[src/rtl/gfa_pkg.sv]
// Shared constants and widths for the periodic gravity force accumulator.
`timescale 1ns / 1ps
package gfa_pkg;

    localparam int POS_FRAC_BITS_DEF = 24;
    localparam int WORK_FRAC         = 24;
    localparam int POS_W             = 24;
    localparam int MASS_W            = 32;
    localparam int FORCE_W           = 48;
    localparam int AX_W              = 26;   // direction magnitude, Q.24
    localparam int R2_W              = 52;   // squared distance, Q.48
    localparam int ROOT_W            = 27;   // distance, Q.24
    localparam int SQ_W              = 54;   // square root work registers
    localparam int MUL_A_W           = 96;
    localparam int MUL_B_W           = 32;
    localparam int MUL_P_W           = MUL_A_W + MUL_B_W;
    localparam int K_W               = 96;
    localparam int NUM_W             = 128;
    localparam int DEN_W             = 88;
    localparam int Q_W               = FORCE_W + 1;

    localparam logic [31:0] GRAV_RESET = 32'd1;
    localparam logic [23:0] EPS_RESET  = 24'd167772;

    // register index in the configuration space (byte address bit 2)
    localparam logic REG_GRAV = 1'b0;
    localparam logic REG_EPS  = 1'b1;

    localparam logic [1:0] SIDE_NONE  = 2'd0;
    localparam logic [1:0] SIDE_UP    = 2'd1;
    localparam logic [1:0] SIDE_DOWN  = 2'd2;
    localparam logic [1:0] SIDE_LEFT  = 2'd1;
    localparam logic [1:0] SIDE_RIGHT = 2'd2;

endpackage

[src/rtl/gfa_mul.sv]
// Bit-serial shift-and-add multiplier, one multiplier bit per cycle.
`timescale 1ns / 1ps
module gfa_mul (
    input  logic                          i_clk,
    input  logic                          i_rst_n,
    input  logic                          i_start,
    input  logic [gfa_pkg::MUL_A_W-1:0]   i_a,
    input  logic [gfa_pkg::MUL_B_W-1:0]   i_b,
    output logic                          o_done,
    output logic [gfa_pkg::MUL_P_W-1:0]   o_p
);
    localparam int CNT_W = $clog2(gfa_pkg::MUL_B_W + 1);

    logic [gfa_pkg::MUL_P_W-1:0] r_a;
    logic [gfa_pkg::MUL_B_W-1:0] r_b;
    logic [gfa_pkg::MUL_P_W-1:0] r_p;
    logic [CNT_W-1:0]            r_cnt;
    logic                        r_busy;
    logic                        r_done;

    always_ff @(posedge i_clk) begin
        if (!i_rst_n) begin
            r_busy <= 1'b0;
            r_done <= 1'b0;
            r_cnt  <= '0;
        end else if (i_start) begin
            r_a    <= {{gfa_pkg::MUL_B_W{1'b0}}, i_a};
            r_b    <= i_b;
            r_p    <= '0;
            r_cnt  <= CNT_W'(gfa_pkg::MUL_B_W);
            r_busy <= 1'b1;
            r_done <= 1'b0;
        end else if (r_busy) begin
            if (r_b[0]) begin
                r_p <= r_p + r_a;
            end
            r_a   <= r_a << 1;
            r_b   <= r_b >> 1;
            r_cnt <= r_cnt - CNT_W'(1);
            if (r_cnt == CNT_W'(1)) begin
                r_busy <= 1'b0;
                r_done <= 1'b1;
            end
        end else begin
            r_done <= 1'b0;
        end
    end

    assign o_done = r_done;
    assign o_p    = r_p;
endmodule

[src/rtl/gfa_sqrt.sv]
// Digit-by-digit integer square root, two radicand bits per cycle.
`timescale 1ns / 1ps
module gfa_sqrt (
    input  logic                          i_clk,
    input  logic                          i_rst_n,
    input  logic                          i_start,
    input  logic [gfa_pkg::R2_W-1:0]      i_v,
    output logic                          o_done,
    output logic [gfa_pkg::ROOT_W-1:0]    o_root
);
    localparam int W = gfa_pkg::SQ_W;

    logic [W-1:0] r_v;
    logic [W-1:0] r_res;
    logic [W-1:0] r_bit;
    logic         r_busy;
    logic         r_done;
    logic [W-1:0] w_trial;

    assign w_trial = r_res + r_bit;

    always_ff @(posedge i_clk) begin
        if (!i_rst_n) begin
            r_busy <= 1'b0;
            r_done <= 1'b0;
        end else if (i_start) begin
            r_v    <= W'(i_v);
            r_res  <= '0;
            r_bit  <= W'(1) << (W - 2);
            r_busy <= 1'b1;
            r_done <= 1'b0;
        end else if (r_busy) begin
            if (r_v >= w_trial) begin
                r_v   <= r_v - w_trial;
                r_res <= (r_res >> 1) + r_bit;
            end else begin
                r_res <= r_res >> 1;
            end
            r_bit <= r_bit >> 2;
            if (r_bit[0]) begin
                r_busy <= 1'b0;
                r_done <= 1'b1;
            end
        end else begin
            r_done <= 1'b0;
        end
    end

    assign o_done = r_done;
    assign o_root = r_res[gfa_pkg::ROOT_W-1:0];
endmodule

[src/rtl/gfa_div.sv]
// Restoring divider, one quotient bit per cycle, with an early overflow check.
`timescale 1ns / 1ps
module gfa_div (
    input  logic                          i_clk,
    input  logic                          i_rst_n,
    input  logic                          i_start,
    input  logic [gfa_pkg::NUM_W-1:0]     i_num,
    input  logic [gfa_pkg::DEN_W-1:0]     i_den,
    output logic                          o_done,
    output logic                          o_ovf,
    output logic [gfa_pkg::Q_W-1:0]       o_q
);
    localparam int QW    = gfa_pkg::Q_W;
    localparam int DW    = gfa_pkg::DEN_W;
    localparam int CNT_W = $clog2(QW + 1);

    logic [DW-1:0]    r_rem;
    logic [DW-1:0]    r_den;
    logic [QW-1:0]    r_n;
    logic [QW-1:0]    r_q;
    logic [CNT_W-1:0] r_cnt;
    logic             r_busy;
    logic             r_done;
    logic             r_ovf;
    logic [DW-1:0]    w_hi;
    logic [DW:0]      w_t;
    logic             w_ge;

    assign w_hi = DW'(i_num[gfa_pkg::NUM_W-1:QW]);
    assign w_t  = {r_rem, r_n[QW-1]};
    assign w_ge = (w_t >= {1'b0, r_den});

    always_ff @(posedge i_clk) begin
        if (!i_rst_n) begin
            r_busy <= 1'b0;
            r_done <= 1'b0;
            r_ovf  <= 1'b0;
            r_cnt  <= '0;
        end else if (i_start) begin
            r_den <= i_den;
            r_rem <= w_hi;
            r_n   <= i_num[QW-1:0];
            r_q   <= '0;
            r_cnt <= CNT_W'(QW);
            // quotient would not fit in QW bits
            r_ovf <= (w_hi >= i_den);
            if (w_hi >= i_den) begin
                r_busy <= 1'b0;
                r_done <= 1'b1;
            end else begin
                r_busy <= 1'b1;
                r_done <= 1'b0;
            end
        end else if (r_busy) begin
            if (w_ge) begin
                r_rem <= DW'(w_t - {1'b0, r_den});
            end else begin
                r_rem <= w_t[DW-1:0];
            end
            r_q   <= {r_q[QW-2:0], w_ge};
            r_n   <= r_n << 1;
            r_cnt <= r_cnt - CNT_W'(1);
            if (r_cnt == CNT_W'(1)) begin
                r_busy <= 1'b0;
                r_done <= 1'b1;
            end
        end else begin
            r_done <= 1'b0;
        end
    end

    assign o_done = r_done;
    assign o_ovf  = r_ovf;
    assign o_q    = r_q;
endmodule

[src/rtl/grav_force_accumulate_periodic_core.sv]
// Top level: sequencer, configuration registers and force accumulators.
`timescale 1ns / 1ps
// One particle-cell transaction at a time. A transaction with a nonzero cell
// mass and a distance at or above min_distance runs seven 32-step serial
// multiplications (dx^2, dy^2, m1*m2, *G, k*dx, k*dy, r2*r), a 27-step square
// root and two 49-step divisions, plus control states. Zero cell mass skips to
// the accumulate step; a short distance ends after the square root. A finished
// result is held in the output register while the next transaction is taken.
// Writing grav_coefficient or min_distance is allowed only while idle.
module grav_force_accumulate_periodic_core #(
    parameter int POS_FRAC_BITS = gfa_pkg::POS_FRAC_BITS_DEF
) (
    input  logic                                i_clk,
    input  logic                                i_rst_n,
    input  logic                                psel,
    input  logic                                penable,
    input  logic                                pwrite,
    input  logic [2:0]                          paddr,
    input  logic [31:0]                         pwdata,
    output logic [31:0]                         prdata,
    output logic                                pready,
    input  logic                                i_valid,
    output logic                                o_ready,
    input  logic                                i_first_of_particle,
    input  logic [gfa_pkg::POS_W-1:0]           i_particle_x,
    input  logic [gfa_pkg::POS_W-1:0]           i_particle_y,
    input  logic [gfa_pkg::MASS_W-1:0]          i_particle_mass,
    input  logic [gfa_pkg::POS_W-1:0]           i_center_x,
    input  logic [gfa_pkg::POS_W-1:0]           i_center_y,
    input  logic [gfa_pkg::MASS_W-1:0]          i_cell_mass,
    input  logic [1:0]                          i_vertical_side,
    input  logic [1:0]                          i_horizontal_side,
    output logic                                o_valid,
    input  logic                                i_ready,
    output logic signed [gfa_pkg::FORCE_W-1:0]  o_force_x,
    output logic signed [gfa_pkg::FORCE_W-1:0]  o_force_y,
    output logic                                o_contributed,
    output logic                                o_saturated
);
    localparam int DW = POS_FRAC_BITS + 3;
    localparam int SR = (POS_FRAC_BITS > gfa_pkg::WORK_FRAC) ?
                        POS_FRAC_BITS - gfa_pkg::WORK_FRAC : 0;
    localparam int SL = (POS_FRAC_BITS < gfa_pkg::WORK_FRAC) ?
                        gfa_pkg::WORK_FRAC - POS_FRAC_BITS : 0;
    localparam logic [gfa_pkg::POS_W-1:0] PMASK = (POS_FRAC_BITS >= gfa_pkg::POS_W) ?
        {gfa_pkg::POS_W{1'b1}} : gfa_pkg::POS_W'((64'd1 << POS_FRAC_BITS) - 64'd1);
    localparam logic signed [DW-1:0] UNIT = DW'(64'd1 << POS_FRAC_BITS);
    localparam int FW = gfa_pkg::FORCE_W;
    localparam logic signed [FW-1:0] F_MAX = {1'b0, {(FW-1){1'b1}}};
    localparam logic signed [FW-1:0] F_MIN = {1'b1, {(FW-1){1'b0}}};

    typedef enum logic [12:0] {
        S_IDLE = 13'b0000000000001,
        S_AX2  = 13'b0000000000010,
        S_AY2  = 13'b0000000000100,
        S_SQRT = 13'b0000000001000,
        S_M12  = 13'b0000000010000,
        S_MG   = 13'b0000000100000,
        S_KX   = 13'b0000001000000,
        S_KY   = 13'b0000010000000,
        S_DEN  = 13'b0000100000000,
        S_DIVX = 13'b0001000000000,
        S_DIVY = 13'b0010000000000,
        S_ACC  = 13'b0100000000000,
        S_DONE = 13'b1000000000000
    } t_state;

    t_state r_state, n_state;

    // configuration
    logic [31:0]                   r_grav;
    logic [23:0]                   r_eps;

    // transaction registers
    logic                          r_first;
    logic [gfa_pkg::AX_W-1:0]      r_ax, r_ay;
    logic                          r_negx, r_negy;
    logic [gfa_pkg::MASS_W-1:0]    r_m1, r_m2;
    logic [gfa_pkg::R2_W-1:0]      r_r2;
    logic [gfa_pkg::ROOT_W-1:0]    r_root;
    logic [gfa_pkg::K_W-1:0]       r_k;
    logic [gfa_pkg::NUM_W-1:0]     r_numx, r_numy;
    logic [gfa_pkg::DEN_W-1:0]     r_den;
    logic signed [FW-1:0]          r_fx, r_fy;
    logic                          r_sat;
    logic                          r_issued;

    // accumulators and output register
    logic signed [FW-1:0]          r_accx, r_accy;
    logic                          r_ovalid;
    logic signed [FW-1:0]          r_ofx, r_ofy;
    logic                          r_ocontrib, r_osat;

    // direction
    logic signed [DW-1:0]          w_dx, w_dy;
    logic [DW-1:0]                 w_magx, w_magy;
    logic [DW+7:0]                 w_wx, w_wy;

    // units
    logic                          w_mul_start, w_sqrt_start, w_div_start;
    logic                          w_mul_done, w_sqrt_done, w_div_done;
    logic [gfa_pkg::MUL_A_W-1:0]   w_mul_a;
    logic [gfa_pkg::MUL_B_W-1:0]   w_mul_b;
    logic [gfa_pkg::MUL_P_W-1:0]   w_mul_p;
    logic [gfa_pkg::ROOT_W-1:0]    w_root;
    logic [gfa_pkg::NUM_W-1:0]     w_div_num;
    logic                          w_div_ovf;
    logic [gfa_pkg::Q_W-1:0]       w_div_q;

    // clip and accumulate
    logic                          w_neg;
    logic [FW-1:0]                 w_lim;
    logic                          w_big;
    logic [FW-1:0]                 w_mag;
    logic signed [FW-1:0]          w_clip;
    logic signed [FW:0]            w_sumx, w_sumy;
    logic signed [FW-1:0]          w_basex, w_basey;
    logic signed [FW-1:0]          w_accx, w_accy;
    logic                          w_satx, w_saty;
    logic                          w_accept, w_emit, w_cfg_wr;

    assign pready   = 1'b1;
    assign w_cfg_wr = psel && penable && pwrite;
    assign o_ready  = (r_state == S_IDLE);
    assign w_accept = i_valid && o_ready;

    always_comb begin
        case (paddr[2])
            gfa_pkg::REG_GRAV: prdata = r_grav;
            gfa_pkg::REG_EPS:  prdata = {8'd0, r_eps};
            default:           prdata = '0;
        endcase
    end

    always_ff @(posedge i_clk) begin
        if (!i_rst_n) begin
            r_grav <= gfa_pkg::GRAV_RESET;
            r_eps  <= gfa_pkg::EPS_RESET;
        end else if (w_cfg_wr) begin
            case (paddr[2])
                gfa_pkg::REG_GRAV: r_grav <= pwdata;
                gfa_pkg::REG_EPS:  r_eps  <= pwdata[23:0];
                default:           r_grav <= r_grav;
            endcase
        end
    end

    // direction vector to the shifted periodic image, magnitude in Q.24
    always_comb begin
        w_dx = $signed(DW'(i_center_x & PMASK)) - $signed(DW'(i_particle_x & PMASK));
        w_dy = $signed(DW'(i_center_y & PMASK)) - $signed(DW'(i_particle_y & PMASK));
        case (i_horizontal_side)
            gfa_pkg::SIDE_LEFT:  w_dx = w_dx - UNIT;
            gfa_pkg::SIDE_RIGHT: w_dx = w_dx + UNIT;
            default:             w_dx = w_dx;
        endcase
        case (i_vertical_side)
            gfa_pkg::SIDE_UP:   w_dy = w_dy + UNIT;
            gfa_pkg::SIDE_DOWN: w_dy = w_dy - UNIT;
            default:            w_dy = w_dy;
        endcase
        w_magx = w_dx[DW-1] ? DW'(-w_dx) : DW'(w_dx);
        w_magy = w_dy[DW-1] ? DW'(-w_dy) : DW'(w_dy);
        w_wx   = ((DW+8)'(w_magx) >> SR) << SL;
        w_wy   = ((DW+8)'(w_magy) >> SR) << SL;
    end

    // multiplier operands follow the step
    always_comb begin
        w_mul_a = '0;
        w_mul_b = '0;
        case (r_state)
            S_AX2: begin
                w_mul_a = gfa_pkg::MUL_A_W'(r_ax);
                w_mul_b = gfa_pkg::MUL_B_W'(r_ax);
            end
            S_AY2: begin
                w_mul_a = gfa_pkg::MUL_A_W'(r_ay);
                w_mul_b = gfa_pkg::MUL_B_W'(r_ay);
            end
            S_M12: begin
                w_mul_a = gfa_pkg::MUL_A_W'(r_m1);
                w_mul_b = r_m2;
            end
            S_MG: begin
                w_mul_a = r_k;
                w_mul_b = r_grav;
            end
            S_KX: begin
                w_mul_a = r_k;
                w_mul_b = gfa_pkg::MUL_B_W'(r_ax);
            end
            S_KY: begin
                w_mul_a = r_k;
                w_mul_b = gfa_pkg::MUL_B_W'(r_ay);
            end
            S_DEN: begin
                w_mul_a = gfa_pkg::MUL_A_W'(r_r2);
                w_mul_b = gfa_pkg::MUL_B_W'(r_root);
            end
            default: begin
                w_mul_a = '0;
                w_mul_b = '0;
            end
        endcase
    end

    assign w_mul_start  = !r_issued && (r_state == S_AX2 || r_state == S_AY2 ||
                          r_state == S_M12 || r_state == S_MG || r_state == S_KX ||
                          r_state == S_KY || r_state == S_DEN);
    assign w_sqrt_start = !r_issued && (r_state == S_SQRT);
    assign w_div_start  = !r_issued && (r_state == S_DIVX || r_state == S_DIVY);
    assign w_div_num    = (r_state == S_DIVY) ? r_numy : r_numx;

    gfa_mul u_mul (
        .i_clk   (i_clk),
        .i_rst_n (i_rst_n),
        .i_start (w_mul_start),
        .i_a     (w_mul_a),
        .i_b     (w_mul_b),
        .o_done  (w_mul_done),
        .o_p     (w_mul_p)
    );

    gfa_sqrt u_sqrt (
        .i_clk   (i_clk),
        .i_rst_n (i_rst_n),
        .i_start (w_sqrt_start),
        .i_v     (r_r2),
        .o_done  (w_sqrt_done),
        .o_root  (w_root)
    );

    gfa_div u_div (
        .i_clk   (i_clk),
        .i_rst_n (i_rst_n),
        .i_start (w_div_start),
        .i_num   (w_div_num),
        .i_den   (r_den),
        .o_done  (w_div_done),
        .o_ovf   (w_div_ovf),
        .o_q     (w_div_q)
    );

    // clip one quotient to the signed force range
    always_comb begin
        w_neg  = (r_state == S_DIVY) ? r_negy : r_negx;
        w_lim  = w_neg ? FW'(F_MIN) : FW'(F_MAX);
        w_big  = w_div_ovf || (w_div_q > {1'b0, w_lim});
        w_mag  = w_big ? w_lim : w_div_q[FW-1:0];
        w_clip = w_neg ? $signed(-w_mag) : $signed(w_mag);
    end

    // saturating accumulate
    always_comb begin
        w_basex = r_first ? '0 : r_accx;
        w_basey = r_first ? '0 : r_accy;
        w_sumx  = {w_basex[FW-1], w_basex} + {r_fx[FW-1], r_fx};
        w_sumy  = {w_basey[FW-1], w_basey} + {r_fy[FW-1], r_fy};
        w_satx  = (w_sumx[FW] != w_sumx[FW-1]);
        w_saty  = (w_sumy[FW] != w_sumy[FW-1]);
        w_accx  = w_satx ? (w_sumx[FW] ? F_MIN : F_MAX) : w_sumx[FW-1:0];
        w_accy  = w_saty ? (w_sumy[FW] ? F_MIN : F_MAX) : w_sumy[FW-1:0];
    end

    assign w_emit = (r_state == S_ACC) && (!r_ovalid || i_ready);

    always_comb begin
        n_state = r_state;
        case (r_state)
            S_IDLE: if (w_accept) begin
                n_state = (i_cell_mass == '0) ? S_ACC : S_AX2;
            end
            S_AX2:  if (w_mul_done) n_state = S_AY2;
            S_AY2:  if (w_mul_done) n_state = S_SQRT;
            S_SQRT: if (w_sqrt_done) begin
                n_state = (w_root == '0 || w_root < gfa_pkg::ROOT_W'(r_eps)) ?
                          S_ACC : S_M12;
            end
            S_M12:  if (w_mul_done) n_state = S_MG;
            S_MG:   if (w_mul_done) n_state = S_KX;
            S_KX:   if (w_mul_done) n_state = S_KY;
            S_KY:   if (w_mul_done) n_state = S_DEN;
            S_DEN:  if (w_mul_done) n_state = S_DIVX;
            S_DIVX: if (w_div_done) n_state = S_DIVY;
            S_DIVY: if (w_div_done) n_state = S_ACC;
            S_ACC:  if (w_emit) n_state = S_DONE;
            S_DONE: n_state = S_IDLE;
            default: n_state = S_IDLE;
        endcase
    end

    always_ff @(posedge i_clk) begin
        if (!i_rst_n) begin
            r_state  <= S_IDLE;
            r_issued <= 1'b0;
            r_ovalid <= 1'b0;
            r_accx   <= '0;
            r_accy   <= '0;
        end else begin
            r_state <= n_state;
            if (w_mul_start || w_sqrt_start || w_div_start) begin
                r_issued <= 1'b1;
            end else if (w_mul_done || w_sqrt_done || w_div_done) begin
                r_issued <= 1'b0;
            end
            if (w_emit) begin
                r_accx   <= w_accx;
                r_accy   <= w_accy;
                r_ovalid <= 1'b1;
            end else if (r_ovalid && i_ready) begin
                r_ovalid <= 1'b0;
            end
        end
    end

    // datapath registers
    always_ff @(posedge i_clk) begin
        if (w_accept) begin
            r_first <= i_first_of_particle;
            r_ax    <= w_wx[gfa_pkg::AX_W-1:0];
            r_ay    <= w_wy[gfa_pkg::AX_W-1:0];
            r_negx  <= w_dx[DW-1];
            r_negy  <= w_dy[DW-1];
            r_m1    <= i_particle_mass;
            r_m2    <= i_cell_mass;
            r_fx    <= '0;
            r_fy    <= '0;
            r_sat   <= 1'b0;
        end
        if (w_mul_done) begin
            case (r_state)
                S_AX2: r_r2   <= w_mul_p[gfa_pkg::R2_W-1:0];
                S_AY2: r_r2   <= r_r2 + w_mul_p[gfa_pkg::R2_W-1:0];
                S_M12: r_k    <= gfa_pkg::K_W'(w_mul_p[2*gfa_pkg::MASS_W-1:0]);
                S_MG:  r_k    <= w_mul_p[gfa_pkg::K_W-1:0];
                S_KX:  r_numx <= w_mul_p;
                S_KY:  r_numy <= w_mul_p;
                S_DEN: r_den  <= {w_mul_p[gfa_pkg::DEN_W-9:0], 8'd0};
                default: r_k  <= r_k;
            endcase
        end
        if (w_sqrt_done) begin
            r_root <= w_root;
        end
        if (w_div_done) begin
            if (r_state == S_DIVY) begin
                r_fy <= w_clip;
            end else begin
                r_fx <= w_clip;
            end
            r_sat <= r_sat | w_big;
        end
        if (w_emit) begin
            r_ofx      <= w_accx;
            r_ofy      <= w_accy;
            r_ocontrib <= (r_fx != '0) || (r_fy != '0);
            r_osat     <= r_sat || w_satx || w_saty;
        end
    end

    assign o_valid       = r_ovalid;
    assign o_force_x     = r_ofx;
    assign o_force_y     = r_ofy;
    assign o_contributed = r_ocontrib;
    assign o_saturated   = r_osat;
endmodule

[config.mk]
export PLATFORM = sky130hd
export DESIGN_NAME = grav_force_accumulate_periodic_core
export DESIGN_NICKNAME = d
export VERILOG_FILES = /design/src/rtl/gfa_pkg.sv /design/src/rtl/gfa_mul.sv /design/src/rtl/gfa_sqrt.sv /design/src/rtl/gfa_div.sv /design/src/rtl/grav_force_accumulate_periodic_core.sv
export SDC_FILE = /design/constraint.sdc
export NUM_CORES = 2
export LEC_CHECK = 0
export BUFFER_PORTS_ARGS = -buffer_cell sky130_fd_sc_hd__buf_2
export CORE_UTILIZATION = 30
export DETAILED_ROUTE_END_ITERATION = 10
export PLACE_DENSITY = 0.49
export SLEW_MARGIN = 5
export SYNTH_ARGS = -nofsm -noshare
export SYNTH_HDL_FRONTEND = slang
export SYNTH_SLANG_ARGS = --single-unit
[constraint.sdc]
create_clock -name i_clk -period 18.5 [get_ports i_clk]
set_input_delay 3.7 -clock i_clk [delete_from_list [all_inputs] [get_ports i_clk]]
set_output_delay 3.7 -clock i_clk [all_outputs]
set_load 0.005 [all_outputs]
==> run metrics <==
first-pass GRT wire length=480 mm; simple-gate share of the synthesized area=between 10% and 20%; Total GRT Usage=between 10% and 20%; ys async rst share=0%; Max stage delay cell, worst path=buf_2; Area Overhead vs Synth=13.3%; pwr/cell area=around 80 mW/mm^2; clk_lat worst skew=about 0.90 ns; Switching Fraction=a little under a quarter; HP Start=r_den[23]; CTS H-Tree Depth=4; initial antenna violation count=25; worst hold path class=reg2reg; startpoint types=primary input; Compound-Gate Fraction of Synth Area=about 17%; total die area=roughly 0.33 mm^2; Period minus WS final=8.82 ns; CTS Hold Buffers Added=0; fin crit share=47.7%; Switch Pwr=roughly 2.1 mW; Clock power frac=46.3%; Die Wd=between 500 and 600 um; num rows=210; Iter 0 DRT Violations=between 6,000 and 7,000; Worst Path Max Fanout=35; main combinational cell family by area after synthesis=compound AO/OA/AOI/OAI gates; crit path cell chain=buf_2 > mux2_2 > buf_2; Post-synth EDFFs=~1,400; Netlist Area Pre-Place=slightly below 0.1 mm^2; Comb power frac=6.1%; Max clock buf depth=4; Post-Synth Adder-Cell Area=approximately 8.9%; fill count=approximately 33,000; gpl congestion=roughly 0.91; ANT nets after route=0; # resized after CTS=0; Int Pwr=6.79 mW; crit path buf inv count=2; mux contribution to synthesized area=0.640%; part of the Yosys area used for sequential elements=48.7%; TritonCTS clock tree=built; total negative setup slack=0 ns; Post-Syn Nets=approximately 11,000; Worst path most repeated cell=buf_2; Layout Nets=about 11,000; clock skew=0.0621 ns; number of global-route vias before repair=~76,000; DIE HEIGHT=between 500 and 600 um; Vias/cell=~5.3; Multi-input gate area=between 0.04 and 0.05 mm^2; Flop pwr share=between 40% and 50%; Seq cells post-synth=1,700; number of CTS-inserted buffers=202; Pins Over Slew Limit=0; maximum VDD drop=approximately 70 uV; CTS root buf=clkbuf_16; Port-buffer cells=between 300 and 400; final core occ=between 30% and 40%; 1st-pass router iterations=7; max-cap violation count=0; predominant post-synthesis flop cell=edfxtp_1; clk slew on worst S/H paths=around 0.06 ns; leakage power total=between 40 and 50 nW; fmax=~0.11 GHz; Sinks on Clock Net=~1,700; CP top delay family=buffers and inverters; crit path capture type=primary output; Placeable Area=~0.33 mm^2; Rel. slew slack=12.3%; cells after synthesis=just over 10,000; actual slew at the worst max-slew pin=around 1.3 ns; aggregate global routing overflow=0; Largest stage delay, worst path=0.76 ns; Cell variety after synth=109; setup violators final=0; Critical Path RT=around 15 ns; Routed WL per cell=approximately 22 um; reg2reg start=u_sqrt.r_res[2]; Mean Syn Cell Area=~9.8 um^2; CP Launch Point=paddr[2]; Syn. warnings=0; critical path class=in2out; Total Wirelength=approximately 320 mm; RSZ-0062 raised after global routing=no; largest net degree at the start of global routing=136; starting density of the core=between 30% and 40%; DRC=0; XOR/XNOR Fraction of Synth Area=approximately 5%; layout cells sized above 1=around 8.6%; setup bufs post-CTS=0; FF+latch area=between 0.04 and 0.05 mm^2; IO Count=340; CP arrival=around 5 ns; status=complete, no violations; detailed-route via count=around 78,000; Hold Vio Cnt, Final=0; Detail Placement HPWL=around 240 mm
path summary, 6_finish.rpt:
check	end	depth (start not counted)	slack, ns
hold reg to reg	u_div.r_den[23]	0	0.44
setup / recovery	prdata[0]	3	9.68
setup reg to reg	u_sqrt.r_res[21]	26	10.34
hold / removal	u_div.r_den[23]	0	0.44
power groups by stage:
stage	sequential (mW)	combinational, mW	clock [mW]
floorplan	4.29	0.369	0
global placement	4.33	0.531	0
detailed placement	4.33	0.537	0
CTS	4.25	0.539	4.23
global route	4.25	0.597	4.37
finish	4.25	0.540	4.13
cells in the final DEF, fill, tap and decap left out, types with 59 or more instances in the layout:
master        n
edfxtp_1   1418
nand2_1    1382
nor2_1      855
a21oi_1     833
o21ai_0     678
ha_1        663
inv_1       386
xnor2_1     338
buf_2       336
a21o_1      299
dfxtp_1     282
xor2_1      227
nor2b_1     208
clkbuf_16   205
nand3_1     183
nand4_1     151
and2_1      151
a31oi_1     147
nor3_1      116
nand2b_1    103
o21bai_1     99
buf_4        91
nor4_1       87
a211oi_1     78
o21a_1       73
a222oi_1     59
sequential cells by signal, indices dropped and copies added (netlist names), 80 cells and up:
register and cells:
u_mul.r_a 128, u_div.r_den 80, r_numx 128, r_den 80
r_numy 128, u_mul.o_p 128, u_div.r_rem 88, r_k 96
layer usage:
metal	routed length (um)	GRT usage (%)	up-vias
met3	16300	2.29	484
li1	-	-	37379
met4	13000	7.24	20
met2	145000	30.3	2246
met5	129	0	-
met1	147000	25.4	37988
final cells by class:
cell class | instances | area share [%]
repair buffers | 430 | 2.16
multi-input cells | 7563 | 42.6
well taps | 4346 | 4.84
flip-flops and latches | 1700 | 43.0
clock buffers | 255 | 4.86
inverters | 392 | 1.32
clock inverters | 117 | 1.18
diodes | 17 | 0.0379
cell families after synthesis:
kind of cell,after synthesis
buffers and inverters,847
multiplexers,60
AO/OA/AOI/OAI,2753
other,1
adder cells (fa/ha/maj),705
flip-flops,1700
AND/OR/NAND/NOR,3477
XOR/XNOR,567
synth_stat cells (all sizes together), types with 79 or more instances:
master  instances  share of area [%]
and2          154               0.97
nor4           90               0.58
clkbuf        406                1.5
dfxtp         282                5.7
a31oi         148               0.93
nand3         183               0.92
nor3          120               0.63
xor2          227                2.0
nand2b        104               0.66
ha            663                8.4
xnor2         340                3.0
nand2        1384                5.2
a211oi         79               0.60
nor2          875                3.3
o21ai         707                3.6
inv           391                1.5
nor2b         208                1.3
nand4         151               0.95
edfxtp       1418                 43
a21oi         835                4.2
a21o          299                2.3
o21bai         99               0.75
through the flow:
stage               hold slack, ns  power (mW)  area (um^2)  cells  setup slack (ns)
floorplan                    0.417        4.66        99100  10110              4.37
global placement             0.428        4.86       105000  14431              9.70
detailed placement           0.432        4.87       105000  14431              9.70
CTS                          0.430        9.03       112000  14803              9.69
global route                 0.447        9.22       112000  14808              9.64
finish                       0.438        8.92       112000  14820              9.68
No activity file was read; power rests on OpenSTA's default activity.
